==> src/hdl/tkv_pkg.sv <==
`default_nettype none
package tkv_pkg;

  localparam int MAX_COLUMNS = 7;
  localparam int NAME_BYTES  = 8;
  localparam int LINE_BYTES  = 65536;

  localparam int OFS_W  = 16;
  localparam int NAME_W = 8 * NAME_BYTES;
  localparam int COL_W  = 3;
  localparam int KCNT_W = 4;

  localparam logic [7:0] TAB_BYTE = 8'd9;

  localparam logic [OFS_W-1:0] LINE_MAX = OFS_W'(LINE_BYTES - 1);

  localparam logic [KCNT_W-1:0] KEY_FULL = KCNT_W'(NAME_BYTES);
  localparam logic [KCNT_W-1:0] KEY_OVER = KCNT_W'(NAME_BYTES + 1);

  // Configuration register indexes
  localparam logic [2:0] REG_COLUMN_COUNT  = 3'd0;
  localparam logic [2:0] REG_COLUMN_NAME_0 = 3'd1;

  typedef logic [OFS_W-1:0] ofs_t;

  // Broadcast to every cell for one accepted byte
  typedef struct packed {
    logic              key_byte_en;
    logic              start_key;
    logic              end_key_en;
    logic              rec_en;
    logic              clear;
    logic              load_snap;
    logic              shift;
    logic [7:0]        data_byte;
    logic [KCNT_W-1:0] key_count;
    logic [KCNT_W-1:0] key_count_nx;
    ofs_t              rec_start;
    ofs_t              rec_len;
  } cell_ctrl_t;

  // One descriptor slot of the output chain
  typedef struct packed {
    ofs_t start;
    ofs_t len;
  } desc_t;

  function automatic logic [7:0] name_byte(input logic [NAME_W-1:0] name,
                                           input logic [2:0] k);
    name_byte = name[{k, 3'b000} +: 8];
  endfunction

endpackage
`default_nettype wire

==> src/hdl/tkv_cell.sv <==
`default_nettype none
module tkv_cell (
  input  wire logic                       clk_i,
  input  wire logic                       rst_ni,
  input  wire tkv_pkg::cell_ctrl_t        ctrl_i,
  input  wire logic                       active_i,
  input  wire logic                       name_we_i,
  input  wire logic [tkv_pkg::NAME_W-1:0] name_data_i,
  input  wire logic                       claim_i,
  output logic                            claim_o,
  input  wire tkv_pkg::desc_t             slot_i,
  output tkv_pkg::desc_t                  slot_o
);

  logic [tkv_pkg::NAME_W-1:0] name_q;
  logic                       match_q, match_d;
  logic                       tgt_q, tgt_d;
  tkv_pkg::ofs_t              start_q, start_d;
  tkv_pkg::ofs_t              len_q, len_d;
  tkv_pkg::desc_t             slot_q;
  logic                       elig;

  always_comb begin
    match_d = match_q;
    if (ctrl_i.key_byte_en) begin
      if (ctrl_i.key_count < tkv_pkg::KEY_FULL) begin
        match_d = match_q &
          (tkv_pkg::name_byte(name_q, ctrl_i.key_count[2:0]) == ctrl_i.data_byte);
      end else begin
        match_d = 1'b0;
      end
    end
    // whole key must end where the name ends
    elig = active_i && match_d &&
           (ctrl_i.key_count_nx != '0) &&
           (ctrl_i.key_count_nx <= tkv_pkg::KEY_FULL) &&
           ((ctrl_i.key_count_nx == tkv_pkg::KEY_FULL) ||
            (tkv_pkg::name_byte(name_q, ctrl_i.key_count_nx[2:0]) == 8'd0));
    claim_o = claim_i || (ctrl_i.end_key_en && elig);
    tgt_d   = ctrl_i.end_key_en ? (elig && !claim_i) : tgt_q;
    start_d = (ctrl_i.rec_en && tgt_d) ? ctrl_i.rec_start : start_q;
    len_d   = (ctrl_i.rec_en && tgt_d) ? ctrl_i.rec_len : len_q;
  end

  always_ff @(posedge clk_i or negedge rst_ni) begin
    if (!rst_ni) begin
      name_q  <= '0;
      match_q <= 1'b1;
      tgt_q   <= 1'b0;
      start_q <= '0;
      len_q   <= '0;
    end else begin
      if (name_we_i) begin
        name_q <= name_data_i;
      end
      if (ctrl_i.clear) begin
        match_q <= 1'b1;
        tgt_q   <= 1'b0;
        start_q <= '0;
        len_q   <= '0;
      end else begin
        match_q <= ctrl_i.start_key ? 1'b1 : match_d;
        tgt_q   <= tgt_d;
        start_q <= start_d;
        len_q   <= len_d;
      end
    end
  end

  // load the finished record, or take the neighbor's slot on a beat
  always_ff @(posedge clk_i) begin
    if (ctrl_i.load_snap) begin
      slot_q <= '{start: start_d, len: len_d};
    end else if (ctrl_i.shift) begin
      slot_q <= slot_i;
    end
  end

  assign slot_o = slot_q;

endmodule
`default_nettype wire

==> src/hdl/tsv_key_value_field_extractor.sv <==
`default_nettype none
// Channel  | Handshake               | Payload
// ---------+-------------------------+------------------------------------------
// in       | in_valid_i / in_ready_o | data_byte_i, end_of_line_i
// out      | out_valid_o/out_ready_i | column_index_o, value_start_o,
//          |                         | value_length_o, last_descriptor_o
// cfg      | cfg_valid_i/cfg_ready_o | cfg_index_i, cfg_data_i
//
// One line byte is taken every cycle but for stalled line ends; a byte's
// effect on the column records settles in the cycle it is accepted, through
// the first-match priority chain that runs across the seven column cells.
// A line-ending beat loads the descriptor chain; while out_ready_i is high,
// descriptors leave its head one per cycle from the cycle after that beat.
// A line-ending beat stalls while descriptors of the previous line still wait,
// unless only the last one is left and it leaves in that same cycle; ordinary
// bytes are never stalled.
// Reset clears all records and parse state; the cfg port is always ready.
module tsv_key_value_field_extractor (
  input  wire logic                       clk_i,
  input  wire logic                       rst_ni,
  input  wire logic                       in_valid_i,
  output logic                            in_ready_o,
  input  wire logic [7:0]                 data_byte_i,
  input  wire logic                       end_of_line_i,
  output logic                            out_valid_o,
  input  wire logic                       out_ready_i,
  output logic [tkv_pkg::COL_W-1:0]       column_index_o,
  output logic [15:0]                     value_start_o,
  output logic [15:0]                     value_length_o,
  output logic                            last_descriptor_o,
  input  wire logic                       cfg_valid_i,
  output logic                            cfg_ready_o,
  input  wire logic [2:0]                 cfg_index_i,
  input  wire logic [tkv_pkg::NAME_W-1:0] cfg_data_i
);

  logic                         in_fire, out_fire, cfg_fire;
  logic [tkv_pkg::COL_W-1:0]    column_count_q;

  // line parse state
  tkv_pkg::ofs_t                pos_q, pos_nx;
  tkv_pkg::ofs_t                fs_q, fs_d;
  logic                         inval_q, inval_d;
  logic [tkv_pkg::KCNT_W-1:0]   kc_q, kc_nx, kc_d;
  logic                         is_tab;
  logic [tkv_pkg::OFS_W:0]      eol_len_w;

  // output chain state
  logic [tkv_pkg::COL_W-1:0]    cnt_q, cnt_d;
  logic [tkv_pkg::COL_W-1:0]    idx_q, idx_d;

  tkv_pkg::cell_ctrl_t          ctrl;
  logic                         claim [tkv_pkg::MAX_COLUMNS+1];
  tkv_pkg::desc_t               slot  [tkv_pkg::MAX_COLUMNS+1];

  assign cfg_ready_o = 1'b1;
  assign cfg_fire    = cfg_valid_i && cfg_ready_o;
  assign out_valid_o = (cnt_q != '0);
  assign out_fire    = out_valid_o && out_ready_i;
  // hold a line end until the chain can be reloaded
  assign in_ready_o  = !end_of_line_i || (cnt_q == '0) ||
                       ((cnt_q == tkv_pkg::COL_W'(1)) && out_ready_i);
  assign in_fire     = in_valid_i && in_ready_o;

  assign is_tab = (data_byte_i == tkv_pkg::TAB_BYTE);
  assign pos_nx = (pos_q == tkv_pkg::LINE_MAX) ? pos_q : pos_q + 1'b1;
  assign eol_len_w = {1'b0, pos_q} + 1'b1 - {1'b0, fs_q};

  always_comb begin
    ctrl           = '0;
    ctrl.data_byte = data_byte_i;
    ctrl.key_count = kc_q;
    kc_nx          = kc_q;
    kc_d           = kc_q;
    inval_d        = inval_q;
    fs_d           = fs_q;
    if (in_fire) begin
      if (!inval_q) begin
        ctrl.key_byte_en = !is_tab;
        if (!is_tab) begin
          kc_nx = (kc_q < tkv_pkg::KEY_FULL) ? kc_q + 1'b1 : tkv_pkg::KEY_OVER;
        end
        kc_d = kc_nx;
        if (is_tab || end_of_line_i) begin
          ctrl.end_key_en = 1'b1;
          inval_d         = 1'b1;
          fs_d            = pos_nx;
          // key without value at line end records an empty value
          ctrl.rec_en     = end_of_line_i;
          ctrl.rec_start  = pos_nx;
          ctrl.rec_len    = '0;
        end
      end else if (is_tab) begin
        ctrl.rec_en    = 1'b1;
        ctrl.rec_start = fs_q;
        ctrl.rec_len   = (pos_q >= fs_q) ? pos_q - fs_q : '0;
        ctrl.start_key = 1'b1;
        inval_d        = 1'b0;
        kc_d           = '0;
      end else if (end_of_line_i) begin
        ctrl.rec_en    = 1'b1;
        ctrl.rec_start = fs_q;
        if ({1'b0, pos_q} + 1'b1 < {1'b0, fs_q}) begin
          ctrl.rec_len = '0;
        end else if (eol_len_w > {1'b0, tkv_pkg::LINE_MAX}) begin
          ctrl.rec_len = tkv_pkg::LINE_MAX;
        end else begin
          ctrl.rec_len = eol_len_w[tkv_pkg::OFS_W-1:0];
        end
      end
      if (end_of_line_i) begin
        ctrl.clear     = 1'b1;
        ctrl.load_snap = 1'b1;
        inval_d        = 1'b0;
        fs_d           = '0;
        kc_d           = '0;
      end
    end
    ctrl.key_count_nx = kc_nx;
    ctrl.shift        = out_fire;
  end

  always_comb begin
    cnt_d = cnt_q;
    idx_d = idx_q;
    if (ctrl.load_snap) begin
      cnt_d = column_count_q;
      idx_d = '0;
    end else if (out_fire) begin
      cnt_d = cnt_q - 1'b1;
      idx_d = idx_q + 1'b1;
    end
  end

  always_ff @(posedge clk_i or negedge rst_ni) begin
    if (!rst_ni) begin
      column_count_q <= '0;
      pos_q          <= '0;
      fs_q           <= '0;
      inval_q        <= 1'b0;
      kc_q           <= '0;
      cnt_q          <= '0;
      idx_q          <= '0;
    end else begin
      if (cfg_fire && (cfg_index_i == tkv_pkg::REG_COLUMN_COUNT)) begin
        column_count_q <= cfg_data_i[tkv_pkg::COL_W-1:0];
      end
      if (in_fire) begin
        pos_q <= end_of_line_i ? '0 : pos_nx;
      end
      fs_q    <= fs_d;
      inval_q <= inval_d;
      kc_q    <= kc_d;
      cnt_q   <= cnt_d;
      idx_q   <= idx_d;
    end
  end

  // Column cells: claim ripples toward higher columns, slots drain toward cell 0
  assign claim[0]                    = 1'b0;
  assign slot[tkv_pkg::MAX_COLUMNS]  = '0;

  for (genvar c = 0; c < tkv_pkg::MAX_COLUMNS; c++) begin : g_cell
    tkv_cell u_cell (
      .clk_i       (clk_i),
      .rst_ni      (rst_ni),
      .ctrl_i      (ctrl),
      .active_i    (tkv_pkg::COL_W'(c) < column_count_q),
      .name_we_i   (cfg_fire &&
                    (cfg_index_i == tkv_pkg::REG_COLUMN_NAME_0 + tkv_pkg::COL_W'(c))),
      .name_data_i (cfg_data_i),
      .claim_i     (claim[c]),
      .claim_o     (claim[c+1]),
      .slot_i      (slot[c+1]),
      .slot_o      (slot[c])
    );
  end

  assign column_index_o    = idx_q;
  assign value_start_o     = slot[0].start;
  assign value_length_o    = slot[0].len;
  assign last_descriptor_o = (cnt_q == tkv_pkg::COL_W'(1));

  // a line end loads one descriptor per configured column
  a_load_count : assert property (@(posedge clk_i) disable iff (!rst_ni)
    in_fire && end_of_line_i |=> cnt_q == $past(column_count_q))
    else $error("descriptor count not loaded on line end");

  // a beat in mid-burst advances the chain by exactly one
  a_drain : assert property (@(posedge clk_i) disable iff (!rst_ni)
    out_fire && (cnt_q > tkv_pkg::COL_W'(1)) |=>
      (cnt_q == $past(cnt_q) - 1'b1) && (idx_q == $past(idx_q) + 1'b1))
    else $error("descriptor chain did not advance by one");

  // a new line end never overwrites a burst still in progress
  a_no_overrun : assert property (@(posedge clk_i) disable iff (!rst_ni)
    in_valid_i && end_of_line_i && (cnt_q > tkv_pkg::COL_W'(1)) |-> !in_ready_o)
    else $error("line end accepted over a pending burst");

  // parse state returns to expecting a key after every line end
  a_clear : assert property (@(posedge clk_i) disable iff (!rst_ni)
    in_fire && end_of_line_i |=> !inval_q && (kc_q == '0) && (pos_q == '0))
    else $error("parse state not cleared after line end");

endmodule
`default_nettype wire

==> config.mk <==
export PLATFORM = sky130hd
export DESIGN_NAME = tsv_key_value_field_extractor
export DESIGN_NICKNAME = d
export VERILOG_FILES = /design/src/hdl/tkv_pkg.sv /design/src/hdl/tkv_cell.sv /design/src/hdl/tsv_key_value_field_extractor.sv
export SDC_FILE = /design/constraint.sdc
export NUM_CORES = 2
export LEC_CHECK = 0
export CAP_MARGIN = 20
export CORE_UTILIZATION = 50
export DETAILED_ROUTE_END_ITERATION = 8
export DONT_BUFFER_PORTS = 1
export PLACE_DENSITY = 0.67
export RECOVER_POWER = 100
export SLEW_MARGIN = 10
export SYNTH_ARGS = -nofsm -noshare
export SYNTH_HDL_FRONTEND = slang
export SYNTH_SLANG_ARGS = --single-unit
==> constraint.sdc <==
create_clock -name clk_i -period 9.5 [get_ports clk_i]
set_clock_uncertainty 0.05 [all_clocks]
set_input_delay 1.9 -clock clk_i [delete_from_list [all_inputs] [get_ports clk_i]]
set_output_delay 1.9 -clock clk_i [all_outputs]
set_load 0.01 [all_outputs]
### After elaboration in Yosys (flattened, before gate mapping)

Cells that the tools add are included.
Widths: inputs -> output; s select.

| cells by class | value |
|---|---|
| magnitude comparators | 12 |
| equality and inequality tests | 20 |
| shifts and indexed selects | 14 |
| add/sub/neg operators | 7 |
| bitwise operators | 7 |
| mux-type cells | 122 |
| reduce and logical (&&, ||, !) cells | 96 |

Operators with widths:

| cell | number |
|---|---|
| $shiftx 64x7->8 | 14 |
| $mux 32 | 19 |
| $mux 16 | 36 |
| $logic_and 1x1->1 | 58 |
| $eq 8x8->1 | 7 |
| $logic_not 8->1 | 7 |
| $mux 1 | 53 |
| $mux 4 | 7 |
| $add 16x1->17 const B | 1 |
| $gt 17x16->1 const B | 1 |
| $lt 17x16->1 | 1 |
| $sub 17x16->17 | 1 |
| $add 16x1->16 const B | 1 |
| $eq 16x16->1 const B | 1 |
| $ge 16x16->1 | 1 |
| $sub 16x16->16 | 1 |
| $logic_or 1x1->1 | 15 |
| $eq 3x3->1 const B | 4 |
| $mux 3 | 4 |
| $lt 3x3->1 const A | 3 |
| $eq 8x4->1 const B | 1 |
| $logic_not 1->1 | 8 |
| $and 1x1->1 | 7 |
| $eq 3x1->1 const B | 2 |
| 19 further kinds | 25 |

| storage, ports and cells | value |
|---|---|
| register bits | 956 |
| logic and storage cells | 334 |
| output and inout port bits | 39 |

### Depth between registers and ports, before layout

| logic depth | value |
|---|---|
| word-level depth | 22 |
| gate-level depth with buffers | 18 |

### By module

Synthesis repeated with hierarchy kept, for this count alone.

| second synthesis, totals | value |
|---|---|
| cell total of the unflattened synthesis | 3807 |
| area, all modules | 46254.4 µm² |

Modules (own cells, without submodules):

| module | area an instance (µm²) | cells an instance | times used | seq. area each (µm²) |
|---|---|---|---|---|
| tkv_cell | 5914.4 | 454 | 7 | 3414.5 |
| tsv_key_value_field_extractor | 4853.4 | 629 | 1 | 1151.1 |

### Least setup slack after synthesis

OpenSTA, ideal clock, no wires.

| timing path | value |
|---|---|
| path type | input to register |
| start point | input out_ready_i |
| end point | register g_cell[0].u_cell.slot_q (netlist bit g_cell[0].u_cell.slot_o[0]), enable pin |
| setup time | 1.755 ns |
| stages on the path | 10 |
| buffers on the path | 4 |
| slack | 0.398 ns |
| required time | 7.695 ns |
| data arrival time | 7.297 ns |
| path through | and2_1 nor2_1 o21ai_0 and2_1 clkbuf_1 nand2_1 clkbuf_1 clkbuf_1 buf_1 nand2_1 |

| on the way | value |
|---|---|
| longest elaborated chain between the ends | 5 |
| elaborated cells on any way between the ends | 6 |

Ends and longest elaborated chain:

| item | line | text |
|---|---|---|
| start: declaration | tsv_key_value_field_extractor.sv:26 | `input wire logic out_ready_i,` |
| $logic_and 1x1->1 | tsv_key_value_field_extractor.sv:62 | `((cnt_q == tkv_pkg::COL_W'(1)) && out_ready_i);` |
| $logic_or 1x1->1 | tsv_key_value_field_extractor.sv:61 | `assign in_ready_o = !end_of_line_i \|\| (cnt_q == '0) \|\|` |
| via in_ready_o | tsv_key_value_field_extractor.sv:22 | `output logic in_ready_o,` |
| $logic_and 1x1->1 | tsv_key_value_field_extractor.sv:63 | `assign in_fire = in_valid_i && in_ready_o;` |
| $mux 6 | tsv_key_value_field_extractor.sv:77 | `if (in_fire) begin` |
| $reduce_bool 2->1 (no line) | -- |  |
| end signal: assignment | tkv_cell.sv:73 | `slot_q <= '{start: start_d, len: len_d};` |
| end signal: assignment | tkv_cell.sv:75 | `slot_q <= slot_i;` |
| end: declaration | tkv_cell.sv:20 | `tkv_pkg::desc_t slot_q;` |

The timed path passes the listed nets, and every way through them passes these cells.
A chain may end at the register's enable or synchronous reset.

### Worst setup path in the final report

| timing path | value |
|---|---|
| start point | input data_byte_i[4] |
| end point | register g_cell[6].u_cell.slot_q (netlist bit g_cell[6].u_cell.slot_o[7]), data pin |

| on the way | value |
|---|---|
| longest elaborated chain between the ends | 21 |
| elaborated cells on any way between the ends | 112 |

Ends and longest elaborated chain:

| item | line | text |
|---|---|---|
| start: declaration | tsv_key_value_field_extractor.sv:23 | `input wire logic [7:0] data_byte_i,` |
| branches (longest 19 deep; another with $shiftx 64x7->8) | -- |  |
| $mux 16 * | tkv_cell.sv:42 | `len_d = (ctrl_i.rec_en && tgt_d) ? ctrl_i.rec_len : len_q;` |
| $mux 32 * | tkv_cell.sv:72 | `if (ctrl_i.load_snap) begin` |
| end signal: assignment | tkv_cell.sv:73 |  |
| end signal: assignment | tkv_cell.sv:75 |  |
| end: declaration | tkv_cell.sv:20 |  |

Every way passes the cells marked *.

==> impl_metrics.ini <==
[synth]
yosysSeqAreaShare_pct = 53.81
syn_inst = 3900
async_reset_ff_share_pct = 76.57
netlist_area_sq_um = 46560
synth.net_count = 4021
yosys_register_bits = 956
yosysWarningCount = 0
yosysUniqueCellTypes = 98
synth_flop_cell = dfrtp_1
synth-edff-count = 224
synth_area_per_cell_sq_um = 11.94

[die]
core_area_sq_um = 91940
die_x_um = 307.1
die_h_um = 307.1
dieArea_sq_um = 94340
rows = 111
start_util_pct = 50.64
pin_count = 120

[clocking]
cts_resized = 0
htree_levels = 3
cts_tree = yes
cts-root-buf = clkbuf_16
numCtsBuffers = 101
clk_latency_ps = 710
cts_setup_buffers = 0
cts_buffer_depth = 3
cts.clk_slew.worst_paths_ps = 60
cts.sinks = 956
holdBufCountCts = 0

[grt]
grt-ovfl-total = 0
use_met3_pct = 5.176
busiest_layer = met2
grt_use_met2_pct = 44.08
antenna_found_initial = 3
track_usage_pct = 28.36
grt_first_pass_wirelength_um = 201700
grtUsageMet1_pct = 37.74
grt_max_degree = 733
grt_pass1_vias = 31350

[job]
maxCapViolCount = 14

[sta]
tightestPinTransition_ps = 5256
finalSetupTns_ps = 0
slew_viol_final = 1075
slew_headroom_pct = -250.4
final-setup-viol-count = 0
holdWs_ps = 407.6
hold_viol = 0
period_share_pct = 80.02
min_period_ps = 7602
clock.fmax_mhz = 131.6
rsz0062_at_grt = false
setup_slack_ps = 1898

[hold_path]
hold_path.class = flop to flop

[layout]
fillers = 7858
syn_to_final_growth_pct = 9.065
final_util_pct = 55.23
final_nets = 3941
drive_gt1_share_pct = 19.99

[critical_path]
cp.arrival_ps = 8000
crit_type = input pin to flop
slowest_delay_ps = 980
slowest_stage = and2_0
startpoint_type = input pin
crit_chain = nor4_1 -> and2_0 -> nor4_1 -> nor2_1 -> clkbuf_1 -> o211ai_1 -> a211oi_1 -> nand4bb_1 -> nand2_1 -> o31ai_1 -> nand3_4 -> a31o_2
required_ps = 9900
path_max_fanout = 52
cp-end-kind = flop
cpMostUsedCell = nor4_1

[power]
p_leak_nw = 21.52
power.total_mw = 13.44
power_density_nw_per_um2 = 264.7
vdd.ir_drop.worst_uv = 209.9

[placed_design]
place_ws_ps = 2437
post-dp-hpwl_um = 87520
port_buffers = 0
finalWeightedCongestion = 0.9985

[status]
violations = capacitance limit, slew limit
status = finished, violations left

[detailed_routing]
drc_errors = 0
dr.pass1.iters = 5
viasPerCell = 6.169
ant_nets = 0
wire_per_inst_um = 25.82
vias = 31790
dr.first_iter.drc_count = 3185
drt-total-wl_um = 133000
path summary, 6_finish.rpt:
check / from / endpoint / slack (ps) / cells after the start
worst max-delay path: data_byte_i[4] / g_cell[6].u_cell.slot_o[7] / 1900 / 12
worst min-delay path: g_cell[0].u_cell.match_q / g_cell[0].u_cell.match_q / 410 / 2
worst max register to register: cnt_q[1] / g_cell[0].u_cell.slot_o[3] / 2580 / 10
worst min register to register: g_cell[0].u_cell.match_q / g_cell[0].u_cell.match_q / 410 / 2
max in group asynchronous: rst_ni / g_cell[5].u_cell.name_q[48] / 2910 / 2
min in group asynchronous: rst_ni / g_cell[2].u_cell.len_q[4] / 850 / 0
registers in the layout, summed over array words and instances, names as in the netlist:
register               count
g_cell.u_cell.start_q    112
pos_q                     16
kc_q                       4
column_index_o             3
inval_q                    1
g_cell.u_cell.match_q      7
cnt_q                      3
g_cell.u_cell.tgt_q        7
fs_q                      16
column_count_q             3
g_cell.u_cell.slot_o     224
g_cell.u_cell.len_q      112
g_cell.u_cell.name_q     448
worst max-delay path, delay by kind of cell:
kind | cells | cell delay, ps
compound gates | 4 | 1790
buf+inv | 1 | 570
simple gates | 7 | 3710
cell usage in the layout, fill, tap and decap left out, types with 22 or more instances in the layout:
cell	instances
o31ai_1	54
xor2_1	38
a21oi_1	141
buf_4	38
a221oi_1	23
xnor2_1	48
clkbuf_8	23
o21ai_0	162
clkbuf_16	101
nor2_1	349
o211ai_1	22
nand3_1	38
clkbuf_1	42
nor4_1	114
dfrtp_1	722
nand2_1	349
edfxtp_1	224
ha_1	38
nor2b_1	23
mux2_2	455
and3_1	29
nor3_1	49
mux2i_1	290
a22oi_1	29
inv_1	74
mux4_2	65
final cells by class:
class	instances	area, sq um	share of cell area (%)
tap	1243	1555	3.063
clock buffer	147	2930	5.771
multi-input combinational	2622	19910	39.22
clock inverter	43	539.3	1.062
antenna	2	5.005	0.009856
sequential	956	25060	49.36
inverter	74	277.8	0.5470
timing repair buffer	65	494.2	0.9733
logic make-up after synthesis:
| kind of cell | synth area share, % |
|---|---|
| multiplexers | 20.58 |
| AO/OA/AOI/OAI | 9.226 |
| other | 0.008055 |
| adder cells (fa/ha/maj) | 1.107 |
| AND/OR/NAND/NOR | 10.25 |
| buffers and inverters | 3.405 |
| XOR/XNOR | 1.618 |
| flip-flops | 53.81 |
metal layers:
layer  wire (um)  share of wire (%)
met1       55360                 42
met2       61240                 46
met3        8315                6.3
met4        8100                6.1
met5          13             0.0098
stage by stage:
step	instances	area, sq um
after floorplan	3900	46560
after global placement	4954	47380
after detailed placement	4954	47380
after CTS	5144	50850
after global routing	5150	50770
final	5152	50780
synthesized netlist by cell type, types with 21 or more instances:
cell | n | area share (%)
o21ai_1 | 38 | 0.41
a21oi_1 | 142 | 1.5
buf_6 | 26 | 0.63
o21ai_0 | 127 | 1.4
and3_1 | 29 | 0.39
clkbuf_1 | 165 | 1.3
mux4_2 | 65 | 3.1
nor2b_1 | 23 | 0.31
buf_2 | 25 | 0.27
xnor2_1 | 48 | 0.90
inv_1 | 74 | 0.60
mux2_2 | 456 | 11
o31ai_1 | 53 | 0.85
nor2_1 | 349 | 2.8
nor4_1 | 112 | 1.5
xor2_1 | 38 | 0.71
nand3_1 | 38 | 0.41
o211ai_1 | 22 | 0.35
a22oi_1 | 29 | 0.47
a21o_1 | 21 | 0.34
nor3_1 | 48 | 0.52
nand2_1 | 349 | 2.8
edfxtp_1 | 224 | 14
ha_1 | 38 | 1.0
dfrtp_1 | 725 | 39
a221oi_1 | 23 | 0.43
mux2i_1 | 290 | 6.2
where the power goes:
part / internal, mW / switching [mW]
Clock: 2.37 / 1.73
Sequential: 5.13 / 0.580
Combinational: 1.54 / 2.08
No activity file was read; power rests on OpenSTA's default activity.
